[src/lqws_sqrt.sv]
// ----------------------------------------------------------------------------
// lqws_sqrt
// Iterative floor square root of a 32-bit value, one result bit per cycle.
// ----------------------------------------------------------------------------
`default_nettype none

module lqws_sqrt (
   input  wire logic        clock,
   input  wire logic        reset,
   input  wire logic        start,
   input  wire logic [31:0] radicand,
   output logic             done,
   output logic [15:0]      root
);

   logic [31:0] v_ff, v_in;
   logic [31:0] res_ff, res_in;
   logic [31:0] bit_ff, bit_in;
   logic [3:0]  cnt_ff, cnt_in;
   logic        busy_ff, busy_in;
   logic        done_ff, done_in;
   logic [31:0] trial;

   always_comb begin
      trial   = res_ff + bit_ff;
      v_in    = v_ff;
      res_in  = res_ff;
      bit_in  = bit_ff;
      cnt_in  = cnt_ff;
      busy_in = busy_ff;
      done_in = 1'b0;
      if (busy_ff) begin
         if (v_ff >= trial) begin
            v_in   = v_ff - trial;
            res_in = (res_ff >> 1) + bit_ff;
         end else begin
            res_in = res_ff >> 1;
         end
         bit_in = bit_ff >> 2;
         cnt_in = cnt_ff + 1'b1;
         if (cnt_ff == 4'hF) begin
            busy_in = 1'b0;
            done_in = 1'b1;
         end
      end else if (start) begin
         v_in    = radicand;
         res_in  = '0;
         bit_in  = 32'h4000_0000;
         cnt_in  = '0;
         busy_in = 1'b1;
      end
   end

   always_ff @(posedge clock) begin
      if (reset) begin
         busy_ff <= 1'b0;
         done_ff <= 1'b0;
         cnt_ff  <= '0;
      end else begin
         busy_ff <= busy_in;
         done_ff <= done_in;
         cnt_ff  <= cnt_in;
      end
      v_ff   <= v_in;
      res_ff <= res_in;
      bit_ff <= bit_in;
   end

   assign done = done_ff;
   assign root = res_ff[15:0];

endmodule

`default_nettype wire

[config.mk]
export PLATFORM = sky130hd
export DESIGN_NAME = lqws_sqrt
export DESIGN_NICKNAME = d
export VERILOG_FILES = /design/src/lqws_sqrt.sv
export SDC_FILE = /design/constraint.sdc
export NUM_CORES = 1
export LEC_CHECK = 0
export BUFFER_PORTS_ARGS = -buffer_cell sky130_fd_sc_hd__buf_2
export CORE_ASPECT_RATIO = 1.4
export CORE_UTILIZATION = 30
export DETAILED_ROUTE_END_ITERATION = 6
export PLACE_DENSITY = 0.54
export SLEW_MARGIN = 20
export SYNTH_ARGS = -nofsm -noshare
export SYNTH_HDL_FRONTEND = slang
export SYNTH_SLANG_ARGS = --single-unit
[constraint.sdc]
create_clock -name clock -period 7.3 [get_ports clock]
set_input_delay 1.095 -clock clock [delete_from_list [all_inputs] [get_ports clock]]
set_output_delay 1.095 -clock clock [all_outputs]
set_load 0.01 [all_outputs]
==> results.tsv <==
stage	metric	value	unit
setup_path	crit path cell chain	ha_1, a31o_2, a31oi_1, o21bai_1, a31oi_1, o41ai_1, a31oi_1, xor2_1, ha_1, nand4_1, or3_1, a31oi_1, o211ai_1, and3_2, a21oi_4, buf_16	
synth	syn_nets	878	
synth	syn avg cell area	9.39	µm²
synth	Synth top area share	32.6	%
synth	cells after synthesis	775	
floorplanning	IO Count	52	
clocking	Clock Latency Late Sink	0.36	ns
synth	Post-synth top flop	edfxtp_1	
place	HPWL after DPL	13600	µm
synth	cell taking the most area after synthesis	edfxtp_1	
setup_path	CP Buf/Inv Count	1	
setup_path	reg2reg start	res_ff[2]	
clocking	clock sink total	86	
synth	largest cells by area after synthesis	edfxtp_1 (33%), ha_1 (12%), xnor2_1 (6.0%)	
synth	XOR/XNOR share of the synthesized area	9.63	%
global_route	GRT Overall Usage	15.2	%
setup_path	critical path class	flop to flop	
clocking	Post-CTS Hold Fix Bufs	0	
global_route	first-pass GRT wire length	29500	µm
drt	DR DRC count	0	
hold_path	worst min-delay path endpoint	cnt_ff[3]	
floorplanning	num rows	67	
synth	Syn Std Cell Area	7280	µm²
floorplanning	die height	186	µm
clocking	CTS Buffer Depth	2	
synth	Synth Area in Adders	11.8	%
setup_path	CP Max Fanout	27	
run	Max Cap Violations	0	
layout	diode count	0	
floorplanning	core area	23900	µm²
hold_path	worst hold-check path type	flop to flop	
drt	TritonRoute pass-1 iters	4	
synth	Ys Warns	0	
synth	Synth Area in Compound Gates	19.5	%
sta	Final Hold Violating Endpoints	0	
synth	Synth async-reset ratio	0	%
synth	post-synthesis simple-gate area fraction	16.6	%
sta	Worst Tran Pin Value	0.887	ns
synth	number of synthesized flops with an enable pin	79	
clocking	Reg clk slew, reported paths	0.07	ns
setup_path	Slowest-stage cell, CP	a21oi_4	
floorplanning	DIE WIDTH	134	µm
setup_path	cell family with most CP delay	compound AO/OA/AOI/OAI gates	
synth	Seq cells post-synth	86	
drt	Detail Route Antenna Nets	0	
sta	Setup Skew	0.0137	ns
run_status	status	finished, final reports clean	
sta	Min Hold Slack	0.500	ns
clocking	Setup Fix Bufs, Post-CTS	0	
layout	share of post-route cells with drive strength above 1	14.4	%
floorplanning	Die ar.	24900	µm²
drt	WL final	18300	µm
power_and_ir_drop	PwrDens	364	nW/µm²
synth	largest family of logic cells by synthesized area	compound AO/OA/AOI/OAI gates	
setup_path	Critical Path AT	5.44	ns
sta	Setup-failing EPs final	0	
drt	Routed WL per cell	16.5	µm
clocking	htree depth	3	
synth	Seq/Total Area, Yosys	34.5	%
clocking	Resize count post-CTS	0	
hold_path	Hold Crit Depth	1	
power_and_ir_drop	leakage	3.14	nW
sta	Final TNS setup	0	ns
setup_path	worst r2r dst	v_ff[22]	
sta	RSZ-0062 raised after global routing	no	
setup_path	R2R cell count	16	
setup_path	worst path required time	7.36	ns
drt	via count	5733	
power_and_ir_drop	worst vdd ir	155	µV
clocking	CTS buffer count	9	
global_route	vias in the first global route	5659	
floorplanning	initial core utilization	30.5	%
layout	NumNets Final	899	
synth	most frequent cells after synthesis	nand2_1 (80), edfxtp_1 (79), ha_1 (67)	
global_route	GRT overflow	0	
clocking	Clock Root Buffer	clkbuf_16	
layout	FILL cells	2519	
setup_path	Worst Setup End Kind	flop	
layout	Area Overhead vs Synth	9.78	%
setup_path	Worst path max stage delay	0.61	ns
global_route	initial antenna violation count	0	
synth	mux share of post-synthesis cell area	3.89	%
drt	1st-iter DRT viols	318	
clocking	TritonCTS clock tree	built	
sta	crit path time final	5.38	ns
setup_path	r2r setup slk	1.92	ns
hold_path	hold path start	cnt_ff[3]	
sta	Max Clk Rate	0.186	GHz
synth	synth unique cells	61	
synth	most frequent cell after synthesis	nand2_1	
setup_path	critical path's most frequent cell	a31oi_1	
place	IO Port Bufs	51	
sta	Final Max Slew Viols	0	
sta	fin crit share	73.7	%
global_route	largest net degree at the start of global routing	78	
place	Placer Congestion	0.834	
drt	routed vias/inst	5.16	
sta	worst relative slew slack	40.9	%
setup_path	Startpoint Class	flop	
-- cells by family (layout without fill, tap and decap cells) --
logic type                 Yosys count  count (layout)
adders and majority gates           68              68
xor gates and xnor gates            80              80
buffers and inverters               52              78
DFF                                 86              86
and+or+nand+nor                    247             247
AOI/OAI and AO/OA                  217             217
muxes                               25              25
-- how the worst max path moves through the flow --
stage | from | to | slack [ns] | cells after the start
3_3_place_gp | res_ff[2] | v_ff[11] | 1.65 | 15
2_1_floorplan | res_ff[2] | v_ff[0] | 1.46 | 18
6_report | res_ff[2] | v_ff[22] | 1.92 | 16
4_1_cts | res_ff[2] | v_ff[22] | 1.59 | 18
5_1_grt | res_ff[2] | v_ff[22] | 1.52 | 16
3_5_place_dp | res_ff[2] | v_ff[13] | 1.64 | 18
-- sequential cells by signal, indices dropped and copies added, names as in the netlist --
signal   cells
res_ff      32
v_ff        32
bit_ff      16
cnt_ff       4
busy_ff      1
done         1
-- cells in the final DEF (no fill, tap or decap), types with 22 or more instances in the layout --
master    Yosys  final
buf_2         0     51
nor2_1       46     46
a31oi_1      31     31
mux2_2       22     22
o21ai_0      42     42
and2_1       26     26
nand3_1      32     32
xnor2_1      50     50
nand2_1      80     80
ha_1         67     67
a21oi_1      46     45
a21o_1       29     29
edfxtp_1     79     79
xor2_1       30     30
-- cell type report --
type                       count  area [µm²]  area share [%]
sequential                    86        2520            31.5
clock inverter                 7        46.3           0.579
timing repair buffer          54         298            3.73
clock buffer                   9         225            2.82
tap                          310         388            4.86
multi-input combinational    637        4480            56.1
inverter                       8        31.3           0.392
-- worst register-to-register path, delay by kind of cell, from the launching register on --
kind / cells / cell delay, ns
flops: 1 / 0.48
fa+ha+maj: 2 / 0.77
compound gates: 9 / 2.52
simple gates: 3 / 0.90
xor+xnor: 1 / 0.16
buf+inv: 1 / 0.24
-- where the power goes --
part	leakage (nW)	internal, mW	switching (mW)
Sequential	0.879	0.708	0.111
Combinational	2.13	0.707	0.933
Clock	0.132	0.232	0.220
Total	3.14	1.65	1.26
-- per-layer routing --
| layer | up-vias | track usage (%) | part of all wire [%] |
|---|---|---|---|
| met4 | 0 | 4.64 | 1.3 |
| li1 | 2911 | - | - |
| met5 | - | 0 | 0 |
| met1 | 2743 | 17.0 | 43 |
| met2 | 66 | 29.4 | 53 |
| met3 | 13 | 2.33 | 2.3 |
-- stage by stage --
step / util (%) / cells / setup slack, ns / area (µm²) / power (mW)
6_report: 33.4 / 1111 / 1.92 / 7990 / 2.91
5_1_grt: 33.4 / 1111 / 1.52 / 7990 / 3.16
4_1_cts: 33.4 / 1111 / 1.59 / 7990 / 2.94
3_5_place_dp: 32.3 / 1095 / 1.64 / 7710 / 2.47
3_3_place_gp: 32.2 / 1094 / 1.65 / 7690 / 2.46
2_1_floorplan: - / 775 / 1.46 / 7280 / 2.10
(Power assumes the default switching activity.)
