`config.mk`:
```
export PLATFORM = sky130hd
export DESIGN_NAME = lqws_div
export DESIGN_NICKNAME = d
export VERILOG_FILES = /design/src/lqws_pkg.sv /design/src/lqws_div.sv
export SDC_FILE = /design/constraint.sdc
export NUM_CORES = 1
export LEC_CHECK = 0
export ABC_AREA = 1
export ABC_CLOCK_PERIOD_IN_PS = 3750
export BUFFER_PORTS_ARGS = -buffer_cell sky130_fd_sc_hd__buf_2
export CORE_AREA = 2 2 108 110
export DETAILED_ROUTE_END_ITERATION = 8
export DIE_AREA = 0 0 110 112
export PLACE_DENSITY = 0.78
export SYNTH_ARGS = -nofsm -noshare
export SYNTH_HDL_FRONTEND = slang
export SYNTH_SLANG_ARGS = --single-unit
```
`constraint.sdc`:
```
create_clock -name clock -period 3.75 [get_ports clock]
set_input_delay 0.75 -clock clock [delete_from_list [all_inputs] [get_ports clock]]
set_output_delay 0.75 -clock clock [all_outputs]
set_load 0.03 [all_outputs]
```
`src/lqws_pkg.sv`:
```
// ----------------------------------------------------------------------------
// lqws_pkg
// Types and constants shared by the link quality window statistics block.
// ----------------------------------------------------------------------------
`default_nettype none

package lqws_pkg;

   localparam int DIV_NUM_W = 48;
   localparam int DIV_DEN_W = 16;
   localparam int CSR_IDX_W = 3;
   localparam int CSR_DATA_W = 32;

   localparam logic [1:0] OP_REPLY   = 2'd0;
   localparam logic [1:0] OP_TIMEOUT = 2'd1;
   localparam logic [1:0] OP_TICK    = 2'd2;

   localparam logic [1:0] LINK_DOWN     = 2'd0;
   localparam logic [1:0] LINK_DEGRADED = 2'd1;
   localparam logic [1:0] LINK_UP       = 2'd2;

   localparam logic [CSR_IDX_W-1:0] CSR_WINDOW      = 3'd0;
   localparam logic [CSR_IDX_W-1:0] CSR_LOSS_TMO    = 3'd1;
   localparam logic [CSR_IDX_W-1:0] CSR_PERIOD      = 3'd2;
   localparam logic [CSR_IDX_W-1:0] CSR_LOSS_DOWN   = 3'd3;
   localparam logic [CSR_IDX_W-1:0] CSR_LOSS_DEGR   = 3'd4;
   localparam logic [CSR_IDX_W-1:0] CSR_LAT_DEGR    = 3'd5;

   localparam logic [31:0] WINDOW_RESET    = 32'd60000;
   localparam logic [31:0] LOSS_TMO_RESET  = 32'd1000;
   localparam logic [31:0] PERIOD_RESET    = 32'd1000;
   localparam logic [6:0]  LOSS_DOWN_RESET = 7'd50;
   localparam logic [6:0]  LOSS_DEGR_RESET = 7'd5;
   localparam logic [15:0] LAT_DEGR_RESET  = 16'd200;

   localparam logic [6:0]  HELD_LOSS_RESET = 7'd100;
   localparam logic [6:0]  TOTAL_MAX       = 7'd127;
   localparam logic [6:0]  LOSS_SCALE      = 7'd100;

   // x / 1000 == (x * SPAN_RECIP) >> SPAN_SHIFT for every 32-bit x
   localparam logic [31:0] SPAN_RECIP = 32'd274877907;
   localparam int          SPAN_SHIFT = 38;

   typedef struct packed {
      logic                 start;
      logic [DIV_NUM_W-1:0] dividend;
      logic [DIV_DEN_W-1:0] divisor;
   } div_req_type;

endpackage

`default_nettype wire

```
`src/lqws_div.sv`:
```
// ----------------------------------------------------------------------------
// lqws_div
// Shared restoring divider, one quotient bit per cycle.
// ----------------------------------------------------------------------------
`default_nettype none

module lqws_div (
   input  wire logic                             clock,
   input  wire logic                             reset,
   input  wire lqws_pkg::div_req_type            req,
   output logic                                  done,
   output logic [lqws_pkg::DIV_NUM_W-1:0]        quotient
);

   localparam int CNT_W = $clog2(lqws_pkg::DIV_NUM_W);
   localparam logic [CNT_W-1:0] LAST = CNT_W'(lqws_pkg::DIV_NUM_W - 1);

   logic [lqws_pkg::DIV_NUM_W-1:0] quo_ff, quo_in;
   logic [lqws_pkg::DIV_DEN_W-1:0] rem_ff, rem_in;
   logic [lqws_pkg::DIV_DEN_W-1:0] den_ff, den_in;
   logic [CNT_W-1:0]               cnt_ff, cnt_in;
   logic                           busy_ff, busy_in;
   logic                           done_ff, done_in;
   logic [lqws_pkg::DIV_DEN_W:0]   shifted;
   logic                           ge;

   always_comb begin
      shifted = {rem_ff, quo_ff[lqws_pkg::DIV_NUM_W-1]};
      ge      = shifted >= {1'b0, den_ff};
      quo_in  = quo_ff;
      rem_in  = rem_ff;
      den_in  = den_ff;
      cnt_in  = cnt_ff;
      busy_in = busy_ff;
      done_in = 1'b0;
      if (busy_ff) begin
         quo_in = {quo_ff[lqws_pkg::DIV_NUM_W-2:0], ge};
         rem_in = ge ? lqws_pkg::DIV_DEN_W'(shifted - {1'b0, den_ff})
                     : shifted[lqws_pkg::DIV_DEN_W-1:0];
         cnt_in = cnt_ff + 1'b1;
         if (cnt_ff == LAST) begin
            busy_in = 1'b0;
            done_in = 1'b1;
         end
      end else if (req.start) begin
         quo_in  = req.dividend;
         rem_in  = '0;
         den_in  = req.divisor;
         cnt_in  = '0;
         busy_in = 1'b1;
      end
   end

   always_ff @(posedge clock) begin
      if (reset) begin
         busy_ff <= 1'b0;
         done_ff <= 1'b0;
         cnt_ff  <= '0;
      end else begin
         busy_ff <= busy_in;
         done_ff <= done_in;
         cnt_ff  <= cnt_in;
      end
      quo_ff <= quo_in;
      rem_ff <= rem_in;
      den_ff <= den_in;
   end

   assign done     = done_ff;
   assign quotient = quo_ff;

endmodule

`default_nettype wire

```
==> flow_metrics.env <==
export IMPL_end_kind="flip-flop"
export IMPL_drtIter0Drc=261
export IMPL_cts_tree="built"
export IMPL_finalCritPeriodShare_pct=60.8
export IMPL_ys_seq_area_share_pct=52.2
export IMPL_switchingPower_mw=1.01
export IMPL_synthXorXnorAreaFrac_pct=1.07
export IMPL_worstHoldStart="cnt_ff[5]$_SDFFE_PP0P_"
export IMPL_rows=39
export IMPL_grt_setup_unrepaired="no"
export IMPL_areaGrowthSynthToFinish_pct=20.6
export IMPL_worst_setup_path_start_kind="flip-flop"
export IMPL_synth_top_cell_area_share_pct=49.0
export IMPL_p_int_mw=2.04
export IMPL_grt_ovfl_total=0
export IMPL_ctsHoldBuffers=0
export IMPL_coreArea_sq_um=11200
export IMPL_antenna_found_initial=0
export IMPL_cts_root_buf="clkbuf_16"
export IMPL_io_buffers=115
export IMPL_syn_inst=585
export IMPL_io_pins=116
export IMPL_reg2reg_to="quotient[0]$_DFFE_PP_"
export IMPL_placedCellCount=830
export IMPL_swShare_pct=33.1
export IMPL_cts_resized_gates=0
export IMPL_synthSimpleGateAreaFrac_pct=32.2
export IMPL_grt_pass1_vias=3944
export IMPL_clkPwrFrac_pct=32.5
export IMPL_holdPathStages=2
export IMPL_place_gp_congestion=0.905
export IMPL_synthMuxAreaShare_pct=0
export IMPL_drv_cap=0
export IMPL_setup_viol=0
export IMPL_die_area_sq_um=12300
export IMPL_cp_cell_sequence="ha_1 -> a21oi_2 -> nor2_1 -> nor2_1 -> nand2_1 -> nor2_4 -> nand2_4 -> inv_2 -> o21ai_1"
export IMPL_critPathMaxFanout=15
export IMPL_start_util_pct=43.9
export IMPL_cp_slowest_stage_delay_ns=0.42
export IMPL_clock_skew_ns=0.00564
export IMPL_worst_path_most_repeated_cell="nor2_1"
export IMPL_nets=783
export IMPL_clock_path_buffers=2
export IMPL_die_height_microns=112
export IMPL_comb_power_share_pct=25.9
export IMPL_routedWlPerCell_microns=13.7
export IMPL_synth_top_family_by_area="simple AND/OR/NAND/NOR gates"
export IMPL_yosys_warnings=0
export IMPL_crit_type="reg2reg"
export IMPL_tns_ns=0
export IMPL_layout_min_cycle_time_ns=2.28
export IMPL_synthArstFlopShare_pct=0
export IMPL_yosysTopAreaCell="edfxtp_1"
export IMPL_pwr_density_cell_nw_per_um2=517
export IMPL_worstMarginPinSlew_ns=0.752
export IMPL_synth_area_leaders="edfxtp_1 49%, nand2_1 19%, inv_1 5.1%, ha_1 4.3%, dfxtp_1 3.3%"
export IMPL_reg2reg_from="rem_ff[13]$_SDFFCE_PN0P_"
export IMPL_cts_sinks=88
export IMPL_syn_avg_cell_area_sq_um=8.38
export IMPL_syn_num_nets=670
export IMPL_ys_ff_latch=88
export IMPL_slowest_stage="edfxtp_1"
export IMPL_die_x_microns=110
export IMPL_r2r_setup_slack_ns=1.47
export IMPL_power_mw=3.06
export IMPL_vias=4068
export IMPL_clk_latency_ns=0.35
export IMPL_min_path_type="reg2reg"
export IMPL_ir_worst_vdd_mv=0.346
export IMPL_wl_microns=11600
export IMPL_timing_hold_violations_final=0
export IMPL_cp_required_ns=3.83
export IMPL_instances_no_fill=846
export IMPL_ys_flop_type="edfxtp_1"
export IMPL_seqPwrFrac_pct=41.5
export IMPL_cts_reportedPaths_clkPinSlew_ns=0.07
export IMPL_outcome="finished, final reports clean"
export IMPL_drc=0
export IMPL_hold_slack_ns=0.503
export IMPL_grt_pass1_wl_microns=18900
export IMPL_worstRegToRegCells=9
export IMPL_n_fill_cell=983
export IMPL_synth_edf_count=80
export IMPL_drv_slew=0
export IMPL_grt_max_degree=60
export IMPL_antenna_cells=0
export IMPL_whs_endpoint="cnt_ff[5]$_SDFFE_PP0P_"
export IMPL_drtPass1Iterations=5
export IMPL_htreeDepth=3
export IMPL_viasPerCell=4.81
export IMPL_relSlewSlack_pct=49.9
export IMPL_synthesis_area_sq_um=4900
export IMPL_drive_above_1_share_pct=25.6
export IMPL_ant_nets=0
export IMPL_hpwl_microns=8470
export IMPL_p_leak_nw=2.97
export IMPL_synth_adder_area_share_pct=4.74
export IMPL_synth_compound_area_share_pct=1.81
export IMPL_cts_setup_buffers=0
export IMPL_gr_usage_all_layers_pct=19.9
export IMPL_numCtsBuffers=9
export IMPL_cp_arrival_ns=2.36
export IMPL_synthDistinctLibCells=34
export IMPL_max_freq_mhz=438
-- state kept, by name, summed over array words and instances (netlist names) --
| register | cells |
|---|---|
| done | 1 |
| busy_ff | 1 |
| cnt_ff | 6 |
| quotient | 48 |
| rem_ff | 16 |
| den_ff | 16 |
-- power groups by stage --
stage	sequential, mW	combinational, mW	clock [mW]
3_3_place_gp	1.29	0.778	0
6_report	1.27	0.793	0.995
2_1_floorplan	1.39	0.479	0
3_5_place_dp	1.28	0.787	0
4_1_cts	1.27	0.792	1.01
5_1_grt	1.28	0.883	1.04
-- area by class of cell --
cell class / instances / area, sq um / area share, %
Clock buffer: 9 / 225 / 3.81
Clock inverter: 7 / 103 / 1.74
Inverter: 78 / 293 / 4.95
Multi-Input combinational cell: 403 / 1950 / 33.0
Sequential cell: 88 / 2560 / 43.4
Tap cell: 143 / 179 / 3.03
Timing Repair Buffer: 118 / 598 / 10.1
-- cell families (layout without fill, tap and decap cells) --
logic type / count (synthesis) / after routing
buffers and inverters: 94 / 212
and+or+nand+nor: 363 / 363
adders and majority gates: 18 / 18
DFF: 88 / 88
AOI/OAI and AO/OA: 16 / 16
xor gates and xnor gates: 6 / 6
-- synth_stat cells (5+ instances only) --
| master | number |
|---|---|
| nand3_1 | 16 |
| dfxtp_1 | 8 |
| nand2_1 | 249 |
| nand2_2 | 13 |
| nor3_1 | 6 |
| edfxtp_1 | 80 |
| nor2_2 | 12 |
| inv_1 | 67 |
| inv_2 | 9 |
| nand4_1 | 5 |
| xor2_1 | 6 |
| a21oi_1 | 11 |
| nor2_1 | 39 |
| ha_1 | 17 |
| clkbuf_1 | 10 |
| nand3_2 | 5 |
| nand3b_1 | 9 |
-- worst max-delay path, delay by kind of cell (launching register included) --
kind            cells  cell delay, ns
fa+ha+maj           1            0.39
flops               1            0.42
buf+inv             1            0.18
simple gates        5            0.75
compound gates      2            0.27
-- cells in the final DEF, fill, tap and decap left out, types with 2 or more instances in the layout --
master | Yosys | final
nand2_1 | 249 | 249
a21oi_1 | 11 | 11
nand2_2 | 13 | 13
clkbuf_16 | 0 | 9
ha_1 | 17 | 17
nor2_1 | 39 | 39
nor2_2 | 12 | 12
inv_1 | 67 | 66
buf_2 | 2 | 115
clkinv_1 | 2 | 3
and2_1 | 2 | 2
nor2_4 | 2 | 2
nand3b_1 | 9 | 9
buf_4 | 1 | 3
inv_2 | 9 | 10
nand4_1 | 5 | 5
nand2_4 | 2 | 2
xor2_1 | 6 | 6
nor3_1 | 6 | 6
dfxtp_1 | 8 | 7
inv_8 | 0 | 2
edfxtp_1 | 80 | 80
nand3_1 | 16 | 16
bufinv_16 | 0 | 2
nand3_2 | 5 | 5
-- worst max path at each step --
stage | cells after the start | endpoint | startpoint
3_3_place_gp | 13 | rem_ff[8]$_SDFFCE_PN0P_ | quotient[47]$_DFFE_PP_
6_report | 9 | quotient[0]$_DFFE_PP_ | rem_ff[13]$_SDFFCE_PN0P_
5_1_grt | 11 | quotient[0]$_DFFE_PP_ | rem_ff[11]$_SDFFCE_PN0P_
2_1_floorplan | 4 | quotient[0]$_DFFE_PP_ | busy_ff$_SDFF_PP0_
4_1_cts | 9 | quotient[0]$_DFFE_PP_ | rem_ff[13]$_SDFFCE_PN0P_
3_5_place_dp | 9 | quotient[0]$_DFFE_PP_ | rem_ff[13]$_SDFFCE_PN0P_
-- metal layers --
| layer | vias up | wire (microns) | GRT usage, % |
|---|---|---|---|
| li1 | 2067 | - | - |
| met1 | 1808 | 5190 | 27.6 |
| met2 | 179 | 5300 | 31.1 |
| met3 | 14 | 916 | 4.39 |
| met4 | 0 | 176 | 6.16 |
| met5 | - | 0 | 0 |
-- stage by stage --
step	util, %	setup slack [ns]	cell area, sq um
after floorplan	-	1.26	4900
after global placement	50.0	1.55	5590
after detailed placement	50.0	1.51	5590
after CTS	52.9	1.50	5910
after global routing	52.9	1.32	5910
final	52.9	1.47	5910
Power figures use the tool's default switching activity.
